==> src/rtl/gaps_pkg.sv <==
`timescale 1ns / 1ps
package gaps_pkg;

  // Grid and heap geometry.
  localparam int GRID_SIDE  = 32;
  localparam int HEAP_DEPTH = 1024;
  localparam int CELLS      = GRID_SIDE * GRID_SIDE;
  localparam int CELL_W     = $clog2(CELLS);
  localparam int XY_W       = $clog2(GRID_SIDE);
  localparam int POS_W      = $clog2(HEAP_DEPTH + 1);
  localparam int STEP_W     = 8;
  localparam int G_W        = $clog2(CELLS * 255);
  localparam int F_W        = G_W + 1;

  // Fixed field widths of the ports.
  localparam int CFG_XY_W   = 5;
  localparam int LIMIT_W    = 11;
  localparam int CNT_W      = 11;
  localparam int OP_W       = 2;
  localparam int REQ_W      = 10;
  localparam int STAT_W     = 2;
  localparam int PCELL_W    = 10;
  localparam int ADDR_W     = 5;
  localparam int DATA_W     = 32;

  localparam logic [OP_W-1:0] OP_FENCE  = 2'd0;
  localparam logic [OP_W-1:0] OP_SEARCH = 2'd1;
  localparam logic [OP_W-1:0] OP_READ   = 2'd2;
  localparam logic [OP_W-1:0] OP_NOP    = 2'd3;

  localparam logic [STAT_W-1:0] ST_DONE    = 2'd0;
  localparam logic [STAT_W-1:0] ST_REACHED = 2'd1;
  localparam logic [STAT_W-1:0] ST_LIMIT   = 2'd2;
  localparam logic [STAT_W-1:0] ST_NOPATH  = 2'd3;

  localparam logic [1:0] DIR_LEFT  = 2'd0;
  localparam logic [1:0] DIR_UP    = 2'd1;
  localparam logic [1:0] DIR_RIGHT = 2'd2;
  localparam logic [1:0] DIR_DOWN  = 2'd3;

  localparam logic [2:0] REG_START_X = 3'd0;
  localparam logic [2:0] REG_START_Y = 3'd1;
  localparam logic [2:0] REG_DEST_X  = 3'd2;
  localparam logic [2:0] REG_DEST_Y  = 3'd3;
  localparam logic [2:0] REG_STEP    = 3'd4;
  localparam logic [2:0] REG_LIMIT   = 3'd5;

  typedef struct packed {
    logic [OP_W-1:0]  op;
    logic [REQ_W-1:0] cell_req;
    logic             fence;
  } in_t;

  typedef struct packed {
    logic [STAT_W-1:0]  status;
    logic [CNT_W-1:0]   path_length;
    logic [PCELL_W-1:0] path_cell;
    logic               last;
  } out_t;

  typedef struct packed {
    logic [CFG_XY_W-1:0] start_x;
    logic [CFG_XY_W-1:0] start_y;
    logic [CFG_XY_W-1:0] dest_x;
    logic [CFG_XY_W-1:0] dest_y;
    logic [STEP_W-1:0]   score_step;
    logic [LIMIT_W-1:0]  expansion_limit;
  } cfg_t;

  typedef struct packed {
    logic [CELL_W-1:0] node;
    logic [G_W-1:0]    g;
    logic [F_W-1:0]    f;
  } heap_t;

  typedef enum logic [4:0] {
    S_RST, S_IDLE, S_DEC, S_RD, S_CLR, S_INIT, S_CHECK, S_NB, S_NBW, S_CMP,
    S_SU, S_SUW, S_NEXT, S_AFTER, S_POP1, S_POP2, S_PD, S_PD1, S_PD2, S_PD3,
    S_CLOSE, S_PATH0, S_PATH1, S_FIN
  } state_t;

  typedef enum logic [4:0] {
    U_RST, U_IDLE, U_DEC, U_RD, U_CLR, U_INIT, U_CHECK, U_NB, U_NBW, U_CMP,
    U_SU, U_SUW, U_NEXT, U_AFTER, U_POP1, U_POP2, U_PD, U_PD1, U_PD2, U_PD3,
    U_CLOSE, U_PATH0, U_PATH1, U_FIN
  } uop_t;

  typedef struct packed {
    uop_t uop;
    logic accept;
    logic in_ready;
  } cmd_t;

  typedef struct packed {
    logic [OP_W-1:0] op;
    logic clr_last;
    logic at_dest;
    logic nb_ok;
    logic k_last;
    logic nb_skip;
    logic nb_open;
    logic heap_room;
    logic worse;
    logic pos_up;
    logic su_move;
    logic heap_empty;
    logic pop_last;
    logic c_in;
    logic c_sib;
    logic tail_stop;
    logic over_limit;
    logic cur_start;
    logic walk_more;
    logic rd_avail;
    logic out_free;
  } st_t;

  function automatic logic [XY_W-1:0] clamp_xy(input logic [CFG_XY_W-1:0] v);
    logic [XY_W-1:0] r;
    if (int'(v) >= GRID_SIDE) r = XY_W'(GRID_SIDE - 1);
    else r = XY_W'(v);
    return r;
  endfunction

  function automatic logic [1:0] opposite_dir(input logic [1:0] d);
    logic [1:0] r;
    case (d)
      DIR_LEFT:  r = DIR_RIGHT;
      DIR_UP:    r = DIR_DOWN;
      DIR_RIGHT: r = DIR_LEFT;
      default:   r = DIR_UP;
    endcase
    return r;
  endfunction

endpackage

==> src/rtl/gaps_ctrl.sv <==
`timescale 1ns / 1ps
module gaps_ctrl (
  input  logic           clk,
  input  logic           rst,
  input  logic           in_valid,
  input  gaps_pkg::st_t  st,
  output gaps_pkg::cmd_t cmd
);
  import gaps_pkg::*;

  state_t state, state_next;

  always_ff @(posedge clk) begin
    if (rst) begin
      state <= S_RST;
    end else begin
      state <= state_next;
    end
  end

  always_comb begin
    state_next = state;
    case (state)
      S_RST:   if (st.clr_last) state_next = S_IDLE;
      S_IDLE:  if (in_valid) state_next = S_DEC;
      S_DEC: begin
        case (st.op)
          OP_SEARCH: state_next = S_CLR;
          OP_READ:   state_next = st.rd_avail ? S_RD : S_FIN;
          default:   state_next = S_FIN;
        endcase
      end
      S_RD:    state_next = S_FIN;
      S_CLR:   if (st.clr_last) state_next = S_INIT;
      S_INIT:  state_next = S_CHECK;
      S_CHECK: state_next = st.at_dest ? S_PATH0 : S_NB;
      S_NB:    state_next = st.nb_ok ? S_NBW : S_NEXT;
      S_NBW: begin
        if (st.nb_skip) state_next = S_NEXT;
        else if (st.nb_open) state_next = S_CMP;
        else if (st.heap_room) state_next = S_SU;
        else state_next = S_NEXT;
      end
      S_CMP:   state_next = st.worse ? S_SU : S_NEXT;
      S_SU:    state_next = st.pos_up ? S_SUW : S_NEXT;
      S_SUW:   state_next = st.su_move ? S_SU : S_NEXT;
      S_NEXT:  state_next = st.k_last ? S_AFTER : S_NB;
      S_AFTER: state_next = st.heap_empty ? S_FIN : S_POP1;
      S_POP1:  state_next = S_POP2;
      S_POP2:  state_next = st.pop_last ? S_CLOSE : S_PD;
      S_PD:    state_next = st.c_in ? S_PD1 : S_CLOSE;
      S_PD1:   state_next = st.c_sib ? S_PD2 : S_PD3;
      S_PD2:   state_next = S_PD3;
      S_PD3:   state_next = st.tail_stop ? S_CLOSE : S_PD;
      S_CLOSE: state_next = st.over_limit ? S_PATH0 : S_CHECK;
      S_PATH0: state_next = st.cur_start ? S_FIN : S_PATH1;
      S_PATH1: state_next = st.walk_more ? S_PATH1 : S_FIN;
      S_FIN:   if (st.out_free) state_next = S_IDLE;
      default: state_next = S_RST;
    endcase
  end

  always_comb begin
    cmd.in_ready = (state == S_IDLE);
    cmd.accept   = (state == S_IDLE) && in_valid;
    case (state)
      S_RST:   cmd.uop = U_RST;
      S_IDLE:  cmd.uop = U_IDLE;
      S_DEC:   cmd.uop = U_DEC;
      S_RD:    cmd.uop = U_RD;
      S_CLR:   cmd.uop = U_CLR;
      S_INIT:  cmd.uop = U_INIT;
      S_CHECK: cmd.uop = U_CHECK;
      S_NB:    cmd.uop = U_NB;
      S_NBW:   cmd.uop = U_NBW;
      S_CMP:   cmd.uop = U_CMP;
      S_SU:    cmd.uop = U_SU;
      S_SUW:   cmd.uop = U_SUW;
      S_NEXT:  cmd.uop = U_NEXT;
      S_AFTER: cmd.uop = U_AFTER;
      S_POP1:  cmd.uop = U_POP1;
      S_POP2:  cmd.uop = U_POP2;
      S_PD:    cmd.uop = U_PD;
      S_PD1:   cmd.uop = U_PD1;
      S_PD2:   cmd.uop = U_PD2;
      S_PD3:   cmd.uop = U_PD3;
      S_CLOSE: cmd.uop = U_CLOSE;
      S_PATH0: cmd.uop = U_PATH0;
      S_PATH1: cmd.uop = U_PATH1;
      S_FIN:   cmd.uop = U_FIN;
      default: cmd.uop = U_IDLE;
    endcase
  end

endmodule

==> config.mk <==
export PLATFORM = sky130hd
export DESIGN_NAME = gaps_ctrl
export DESIGN_NICKNAME = d
export VERILOG_FILES = /design/src/rtl/gaps_pkg.sv /design/src/rtl/gaps_ctrl.sv
export SDC_FILE = /design/constraint.sdc
export NUM_CORES = 1
export LEC_CHECK = 0
export ABC_CLOCK_PERIOD_IN_PS = 3700
export BUFFER_PORTS_ARGS = -buffer_cell sky130_fd_sc_hd__buf_2
export CAP_MARGIN = 20
export CORE_AREA = 2 2 47 49
export DETAILED_ROUTE_END_ITERATION = 8
export DIE_AREA = 0 0 49 51
export PLACE_DENSITY = 0.82
export SLEW_MARGIN = 30
export SYNTH_ARGS = -nofsm -noshare
export SYNTH_HDL_FRONTEND = slang
export SYNTH_SLANG_ARGS = --single-unit
==> constraint.sdc <==
create_clock -name clk -period 3.7 [get_ports clk]
set_input_delay 0.185 -clock clk [delete_from_list [all_inputs] [get_ports clk]]
set_output_delay 0.185 -clock clk [all_outputs]
set_load 0.02 [all_outputs]
==> results_dict.tcl, run 1 <==
set metrics [dict create \
    fill_cells 197 \
    die_w_um 49 \
    ys.warnings.count 0 \
    synth-seq-cells 10 \
    ir_drop_mv 0.254 \
    netlist-cell-type-count 52 \
    total_power_uw 610 \
    arrival_ns 2.18 \
    gp_congestion 0.839 \
    maxSlewViolCount 0 \
    drive_above_1_share 0.266 \
    final_core_util 0.580 \
    cts_max_path_buffers 2 \
    synth_top_area_share 0.191 \
    antenna_cells 0 \
    antenna_found_initial 0 \
    cts_tree "yes" \
    insertion_delay_ns 0.27 \
    period_needed_ns 2.37 \
    drt-pass1-iter-count 4 \
    powerDensity_mw_per_mm2 510 \
    initial_core_util 0.508 \
    cp_max_fo 31 \
    grt_pass1_wl_mm 4.38 \
    syn2layout_area_growth_pct 14.1 \
    grt.overflow.total 0 \
    postSynthCellCount 136 \
    min_path_type "in2reg" \
    crit_chain "or4b_4 > nor2_1 > and2_1 > buf_2" \
    crit_type "reg2out" \
    leakage_uw 0.000460 \
    synth_common_cells "nand2b_1 (11), dfxtp_1 (10), nor2_1 (8)" \
    cts_buffers 3 \
    path_clk_slew_ns 0.07 \
    required_ns 3.51 \
    critical_path.max_stage_delay_ns 0.91 \
    ctsHoldBuffers 0 \
    post_cts_resized 0 \
    yosysSeqAreaShare 0.191 \
    fin_ws_ns 1.33 \
    grt_use_total 0.223 \
    cp_slowest_cell "dfxtp_1" \
    num_rows 17 \
    fmaxAchievable_mhz 422 \
    end_kind "output port" \
    reg2reg_from "state[0]" \
    netlist_area_sq_mm 0.00105 \
    critPathLaunchType "flop" \
    slew_headroom 0.355 \
    die-area_sq_mm 0.00250 \
    drt_iter0_markers 36 \
    synth_area_leaders "dfxtp_1 (19%), nand2b_1 (6.6%), a31oi_1 (3.6%), nor2b_1 (3.6%), a21oi_1 (3.3%)" \
    grt_max_degree 32 \
    worst_pin_slew_ns 0.967 \
    routed_via_density 6.05 \
    vias 1125 \
    synth_top_area_cell "dfxtp_1" \
    routed_wl_mm 2.55 \
    preCtsSetupSlack_ns 1.64 \
    hpwlAfterDp_mm 1.85 \
    r2r_end "state[2]" \
    cp_num_buf_inv 1 \
    wl_per_cell_um 13.7 \
    first_global_vias 1056 \
    hold_viol_final 0 \
    layout.nets 186 \
    synth_edf_count 0 \
    finalSetupTns_ns 0 \
    clock_skew_ns 0.00647 \
    yosysMostFrequentCell "nand2b_1" \
    clock_tree.root_cell "clkbuf_4" \
    min_to "cmd[5]" \
    hold_path_depth 2 \
    hold_start "rst" \
    multi_input_area_sq_um 747 \
    crit_family "flip-flops" \
    setup_violations 0 \
    reg2reg_depth 4 \
    drc 0 \
    seqCellArea_sq_um 200 \
    cts_sinks 10 \
    outcome "finished clean" \
    syn_nets 163 \
    ant_nets 0 \
    drv_cap 0 \
    ios 32 \
    synthArstFlopShare 0 \
    h-tree-depth 1 \
    die_h_um 51 \
    cts_setup_buffers 0 \
    whs_ns 0.130 \
    r2r_slack_ns 1.67 \
    synth_flop_cell "dfxtp_1" \
    rsz0062_at_grt "false" \
    finalCritPeriodShare 0.640 \
    port_buffers 31 \
    syn-mean-instance-area_sq_um 7.71 \
    coreArea_sq_mm 0.00206 \
]
[sequential cells by signal (all words and copies together) (netlist names)]
signal,count
cmd,5
state,5
[layer usage]
| metal | track usage | up-vias | wire length (um) |
|---|---|---|---|
| li1 | - | 558 | - |
| met1 | 0.263 | 500 | 1080 |
| met2 | 0.386 | 60 | 1200 |
| met3 | 0.0263 | 7 | 194 |
| met4 | 0.143 | 0 | 64 |
| met5 | 0 | - | 0 |
[kinds of logic after synthesis]
kind of cell | synth area share
buf+inv | 0.0967
flops | 0.191
simple gates | 0.378
compound gates | 0.291
fa+ha+maj | 0.0239
mux | 0.0191
[where the power goes]
group          switching [uW]  internal, uW  total (uW)
sequential               89.5           132         222
combinational             146           143         289
clock                    39.3          59.9        99.2
[stage by stage]
step                std cells  area [sq um]
floorplan                 136          1050
global placement          182          1160
detailed placement        182          1160
CTS                       186          1200
global route              186          1200
finish                    186          1200
[worst max path at each step]
stage                     startpoint      to  slack [ns]  cells past startpoint
after floorplan             state[1]  cmd[1]        1.94                      4
after global placement      state[0]  cmd[1]        1.69                      4
after detailed placement    state[0]  cmd[1]        1.64                      4
after CTS                   state[0]  cmd[1]        1.33                      4
after global routing        state[0]  cmd[1]        1.17                      4
final                       state[0]  cmd[1]        1.33                      4
[layout make-up]
cell class                 count  share of cell area
sequential                    10               0.167
inverter                       6              0.0188
multi-input combinational    107               0.624
tap                           28              0.0293
clock buffer                   4              0.0303
timing repair buffer          31               0.130
[cell usage in the layout, fill, tap and decap left out, types with 2 or more instances in the layout]
master,instances
ha_1,2
inv_1,6
a41oi_1,2
and3b_1,2
mux2i_1,2
buf_2,31
o32ai_1,2
nor2_1,8
o31a_1,4
o22ai_1,3
nor2b_1,6
o211ai_1,3
o21ai_0,4
a31oi_1,6
clkbuf_4,3
nand2_1,4
nand2b_1,11
dfxtp_1,10
nor3_1,5
nor4_1,3
a21oi_1,7
nand3_1,3
nor3b_1,3
Power figures use the tool's default switching activity.
==> run 2: changes to the inputs <==
--- a/config.mk
+++ b/config.mk
@@ -5,13 +5,14 @@
 export SDC_FILE = /design/constraint.sdc
 export NUM_CORES = 1
 export LEC_CHECK = 0
-export ABC_CLOCK_PERIOD_IN_PS = 3700
+export ABC_AREA = 1
+export ABC_CLOCK_PERIOD_IN_PS = 2250
 export BUFFER_PORTS_ARGS = -buffer_cell sky130_fd_sc_hd__buf_2
 export CAP_MARGIN = 20
-export CORE_AREA = 2 2 47 49
+export CORE_AREA = 2 2 48 50
 export DETAILED_ROUTE_END_ITERATION = 8
-export DIE_AREA = 0 0 49 51
-export PLACE_DENSITY = 0.82
+export DIE_AREA = 0 0 50 52
+export PLACE_DENSITY = 0.77
 export SLEW_MARGIN = 30
 export SYNTH_ARGS = -nofsm -noshare
 export SYNTH_HDL_FRONTEND = slang
==> constraint.sdc (replaced) <==
create_clock -name clk -period 2.25 [get_ports clk]
set_input_delay 0.1125 -clock clk [delete_from_list [all_inputs] [get_ports clk]]
set_output_delay 0.1125 -clock clk [all_outputs]
set_load 0.02 [all_outputs]
==> results_dict.tcl, run 2 <==
set metrics [dict create \
    outcome "finished clean" \
    syn-mean-instance-area_sq_um 5.44 \
    grt.overflow.total 0 \
    postLayoutCellArea_sq_mm 0.00121 \
    drc 0 \
    routed_wl_mm 2.67 \
    leakage_uw 0.000699 \
    post_cts_resized 0 \
    worst_pin_slew_ns 0.585 \
    cts_setup_buffers 0 \
    cts_buffers 3 \
    antenna_cells 0 \
    arrival_ns 2.04 \
    netlist_area_sq_mm 0.00101 \
    reg2reg_depth 11 \
    hold_path_depth 2 \
    cp.depth 11 \
    wl_met1_mm 1.14 \
    required_ns 2.40 \
    fill_cells 236 \
    routed_via_density 5.22 \
    placed_area_sq_mm 0.00117 \
    port_buffers 31 \
    hpwlAfterDp_mm 2.21 \
    postSynthCellCount 185 \
    whs_ns 0.136 \
    ys.warnings.count 0 \
    wl_per_cell_um 11.0 \
    finalSetupTns_ns 0 \
    critPathLaunchType "flop" \
    drt-pass1-iter-count 4 \
    final_common_cell "nand2_1" \
    initial_core_util 0.478 \
    vias 1269 \
    r2r_slack_ns 0.36 \
    die-area_sq_mm 0.00260 \
    end_kind "flop" \
    powerDensity_mw_per_mm2 1060 \
    synth_area_leaders "dfxtp_1 (20%), nand2_1 (15%), nand3_1 (14%), nor2_1 (11%), inv_1 (8.6%)" \
    path_clk_slew_ns 0.06 \
    first_global_vias 1056 \
    synth_edf_count 0 \
    power.net_switching_uw 676 \
    insertion_delay_ns 0.26 \
    maxSlewViolCount 0 \
    yosysMostFrequentCell "nand2_1" \
    ir_drop_mv 0.960 \
    drive_above_1_share 0.219 \
    synth_top_area_share 0.199 \
    fmaxAchievable_mhz 529 \
    route.met3.wl_um 243 \
    grt_pass1_wl_mm 4.27 \
    clock_skew_ns 0.00416 \
    num_rows 17 \
    slew_headroom 0.609 \
    ctsHoldBuffers 0 \
    pwr-share-clk 0.122 \
    crit_top_cell "nand2_1" \
    wl_met2_mm 1.23 \
    synth-seq-cells 10 \
    grt_max_degree 18 \
    power.internal_uw 604 \
    crit_chain "inv_2 > nand3_1 > nor2_1 > nand2_1 > nand2_1 > inv_1 > nand2_1 > nor2_1 > nand2_1 > nand2_1 > a21oi_1" \
    gp_congestion 0.957 \
    rsz0062_at_grt "false" \
    antenna_found_initial 0 \
    syn2layout_area_growth_pct 20.0 \
    drv_cap 0 \
    layout.nets 243 \
    syn_nets 212 \
    critical_path.max_stage_delay_ns 0.69 \
    ios 32 \
    grt_use_total 0.216 \
    yosysSeqAreaShare 0.199 \
    seqPwrFrac 0.250 \
    synth_flop_cell "dfxtp_1" \
    coreArea_sq_mm 0.00211 \
    hold_viol_final 0 \
    netlist-cell-type-count 24 \
    synthArstFlopShare 0 \
    clock_tree.root_cell "clkbuf_4" \
    drt_iter0_markers 40 \
    min_path_type "in2reg" \
    cp_slowest_cell "dfxtp_1" \
    cp_num_buf_inv 2 \
    most-common-layout-cells "nand2_1 (40), buf_2 (31), nor2_1 (30)" \
    cts_sinks 10 \
    synth_common_cells "nand2_1 (40), nor2_1 (30), nand3_1 (28)" \
    cts_max_path_buffers 2 \
    crit_family "simple AND/OR/NAND/NOR gates" \
    cp_max_fo 17 \
    setup_violations 0 \
    crit_type "reg2reg" \
    cts_tree "yes" \
    h-tree-depth 1 \
    synth_top_area_cell "dfxtp_1" \
    die_w_um 50 \
    die_h_um 52 \
    finalCritPeriodShare 0.840 \
    switching_share 0.528 \
    ant_nets 0 \
    top_layer "met4" \
    period_needed_ns 1.89 \
    combPwrFrac 0.628 \
]
[run 2: path summary, 6_finish.rpt]
kind / startpoint / end
worst max register to register: state[4] / state[0]
worst min-delay path: rst / cmd[2]
worst min register to register: state[2] / cmd[4]
worst max-delay path: state[4] / state[0]
[run 2: cells by family (layout without fill, tap and decap cells)]
group	Yosys count	count (layout)	synth area share
adder cells (fa/ha/maj)	2	2	0.0248
AND/OR/NAND/NOR	120	120	0.533
flip-flops	10	10	0.199
buffers and inverters	37	67	0.152
AO/OA/AOI/OAI	16	16	0.0919
[run 2: area by class of cell]
class                           count  area (sq um)  share of cell area
Inverter                           30           113              0.0932
Timing Repair Buffer               33           170               0.141
Clock buffer                        4          36.3              0.0300
Multi-Input combinational cell    138           654               0.541
Sequential cell                    10           200               0.166
Tap cell                           28          35.0              0.0290
[run 2: power by group through the flow]
stage               Sequential, uW  Combinational, uW  Clock, uW
finish                         320                804        157
global route                   324                898        172
CTS                            316                800        161
detailed placement             320                799          0
global placement               319                801          0
floorplan                      316                621          0
[run 2: per-stage QoR]
stage               instances  setup WS (ns)  utilization  power, uW
detailed placement        239          0.418        0.557       1120
global placement          239          0.439        0.557       1120
global route              243          0.182        0.574       1390
finish                    243          0.361        0.574       1280
CTS                       243          0.408        0.574       1280
floorplan                 185          0.836            -        937
[run 2: layer usage]
layer / track usage / vias up
li1: - / 663
met1: 0.274 / 536
met2: 0.349 / 63
met3: 0.0575 / 7
met4: 0.0833 / 0
met5: 0 / -
==> run 3: changes to the inputs <==
--- a/config.mk
+++ b/config.mk
@@ -6,7 +6,7 @@
 export NUM_CORES = 1
 export LEC_CHECK = 0
 export ABC_AREA = 1
-export ABC_CLOCK_PERIOD_IN_PS = 2250
+export ABC_CLOCK_PERIOD_IN_PS = 1900
 export BUFFER_PORTS_ARGS = -buffer_cell sky130_fd_sc_hd__buf_2
 export CAP_MARGIN = 20
 export CORE_AREA = 2 2 48 50
==> constraint.sdc (replaced) <==
create_clock -name clk -period 1.9 [get_ports clk]
set_input_delay 0.095 -clock clk [delete_from_list [all_inputs] [get_ports clk]]
set_output_delay 0.095 -clock clk [all_outputs]
set_load 0.02 [all_outputs]
==> results_dict.tcl, run 3 (synthesis results as in run 2) <==
set metrics [dict create \
    drv_cap 0 \
    drive_above_1_share 0.230 \
    crit_type "reg2reg" \
    die-area_sq_mm 0.00260 \
    cp_slowest_cell "dfxtp_1" \
    crit_chain "inv_2 > nor2_2 > nand3_1 > or2_1 > nand2_1 > nor2_1 > o21ai_1 > a21oi_1" \
    period_needed_ns 1.68 \
    final_common_cell "nand2_1" \
    cp_num_buf_inv 1 \
    cts_setup_buffers 0 \
    path_clk_slew_ns 0.07 \
    gp_congestion 0.936 \
    total_power_uw 1560 \
    fmaxAchievable_mhz 595 \
    finalSetupTns_ns 0 \
    grt.overflow.total 0 \
    cts_sinks 10 \
    grt_pass1_wl_mm 4.49 \
    die_w_um 50 \
    clock_tree.root_cell "clkbuf_4" \
    drt-pass1-iter-count 4 \
    ios 32 \
    vias 1313 \
    routed_via_density 5.36 \
    initial_core_util 0.478 \
    insertion_delay_ns 0.27 \
    critPathLaunchType "flop" \
    coreArea_sq_mm 0.00211 \
    critical_path.max_stage_delay_ns 0.35 \
    grt_max_degree 17 \
    cts_buffers 3 \
    required_ns 2.06 \
    antenna_cells 0 \
    ir_drop_mv 1.05 \
    antenna_found_initial 0 \
    layout.nets 245 \
    clock_skew_ns 0.00611 \
    num_rows 17 \
    powerDensity_mw_per_mm2 1270 \
    end_kind "flop" \
    cts_tree "yes" \
    port_buffers 31 \
    drc 0 \
    leakage_uw 0.000709 \
    hold_viol_final 0 \
    finalCritPeriodShare 0.885 \
    first_global_vias 1087 \
    setup_violations 0 \
    drt_iter0_markers 60 \
    crit_family "simple AND/OR/NAND/NOR gates" \
    maxSlewViolCount 0 \
    whs_ns 0.0951 \
    worst_pin_slew_ns 0.416 \
    rsz0062_at_grt "false" \
    routed_wl_mm 2.71 \
    slew_headroom 0.723 \
    h-tree-depth 1 \
    wl_per_cell_um 11.1 \
    most-common-layout-cells "nand2_1 (40), buf_2 (31), nor2_1 (29)" \
    cts_max_path_buffers 2 \
    die_h_um 52 \
    outcome "finished clean" \
    min_path_type "in2reg" \
    hpwlAfterDp_mm 2.16 \
    syn2layout_area_growth_pct 21.7 \
    arrival_ns 1.85 \
    cp_max_fo 11 \
    ant_nets 0 \
    grt_use_total 0.225 \
]
## run 3: cell types whose count changed in the layout (fill, tap and decap cells not counted), sizes merged
cell  previous run  this run
buf             33        35
## run 3: layout make-up
class	count	area [sq um]
timing repair buffer	35	185
inverter	30	113
tap	28	35.0
fill	229	880
clock buffer	4	36.3
multi-input combinational	138	657
sequential	10	200
## run 3: path summary, 6_finish.rpt
| check | start | end | slack, ns | cells after the start |
|---|---|---|---|---|
| setup / recovery | state[2] | state[2] | 0.22 | 8 |
| hold / removal | rst | state[3] | 0.1 | 2 |
| setup reg to reg | state[2] | state[2] | 0.22 | 8 |
| hold reg to reg | state[4] | state[3] | 0.68 | 3 |
## run 3: timing repair
action,in CTS,in global routing
endpoints found under the hold margin,0,0
hold buffers,0,0
resized for setup,0,1
setup endpoints to repair,0,6
## run 3: metal layers
metal	GRT usage	up-vias	share of wire
met3	0.0546	5	0.088
met2	0.373	61	0.46
met4	0.0648	0	0.011
met1	0.289	575	0.44
met5	0	-	0
li1	-	672	-
## run 3: report_power, final
part / internal, uW / switching (uW) / leakage, uW / total (uW)
sequential: 289 / 47.6 / 0.0000815 / 336
combinational: 324 / 705 / 0.000606 / 1030
clock: 117 / 77.7 / 0.0000210 / 194
total: 730 / 830 / 0.000709 / 1560
## run 3: per-stage QoR
| stage | cell area (sq um) | utilization | setup WS (ns) | std cells |
|---|---|---|---|---|
| detailed placement | 1190 | 0.564 | 0.0549 | 241 |
| floorplan | 1010 | - | 0.486 | 185 |
| CTS | 1220 | 0.581 | 0.0374 | 245 |
| global route | 1230 | 0.582 | 0.0152 | 245 |
| global placement | 1190 | 0.564 | 0.128 | 241 |
| finish | 1230 | 0.582 | 0.219 | 245 |
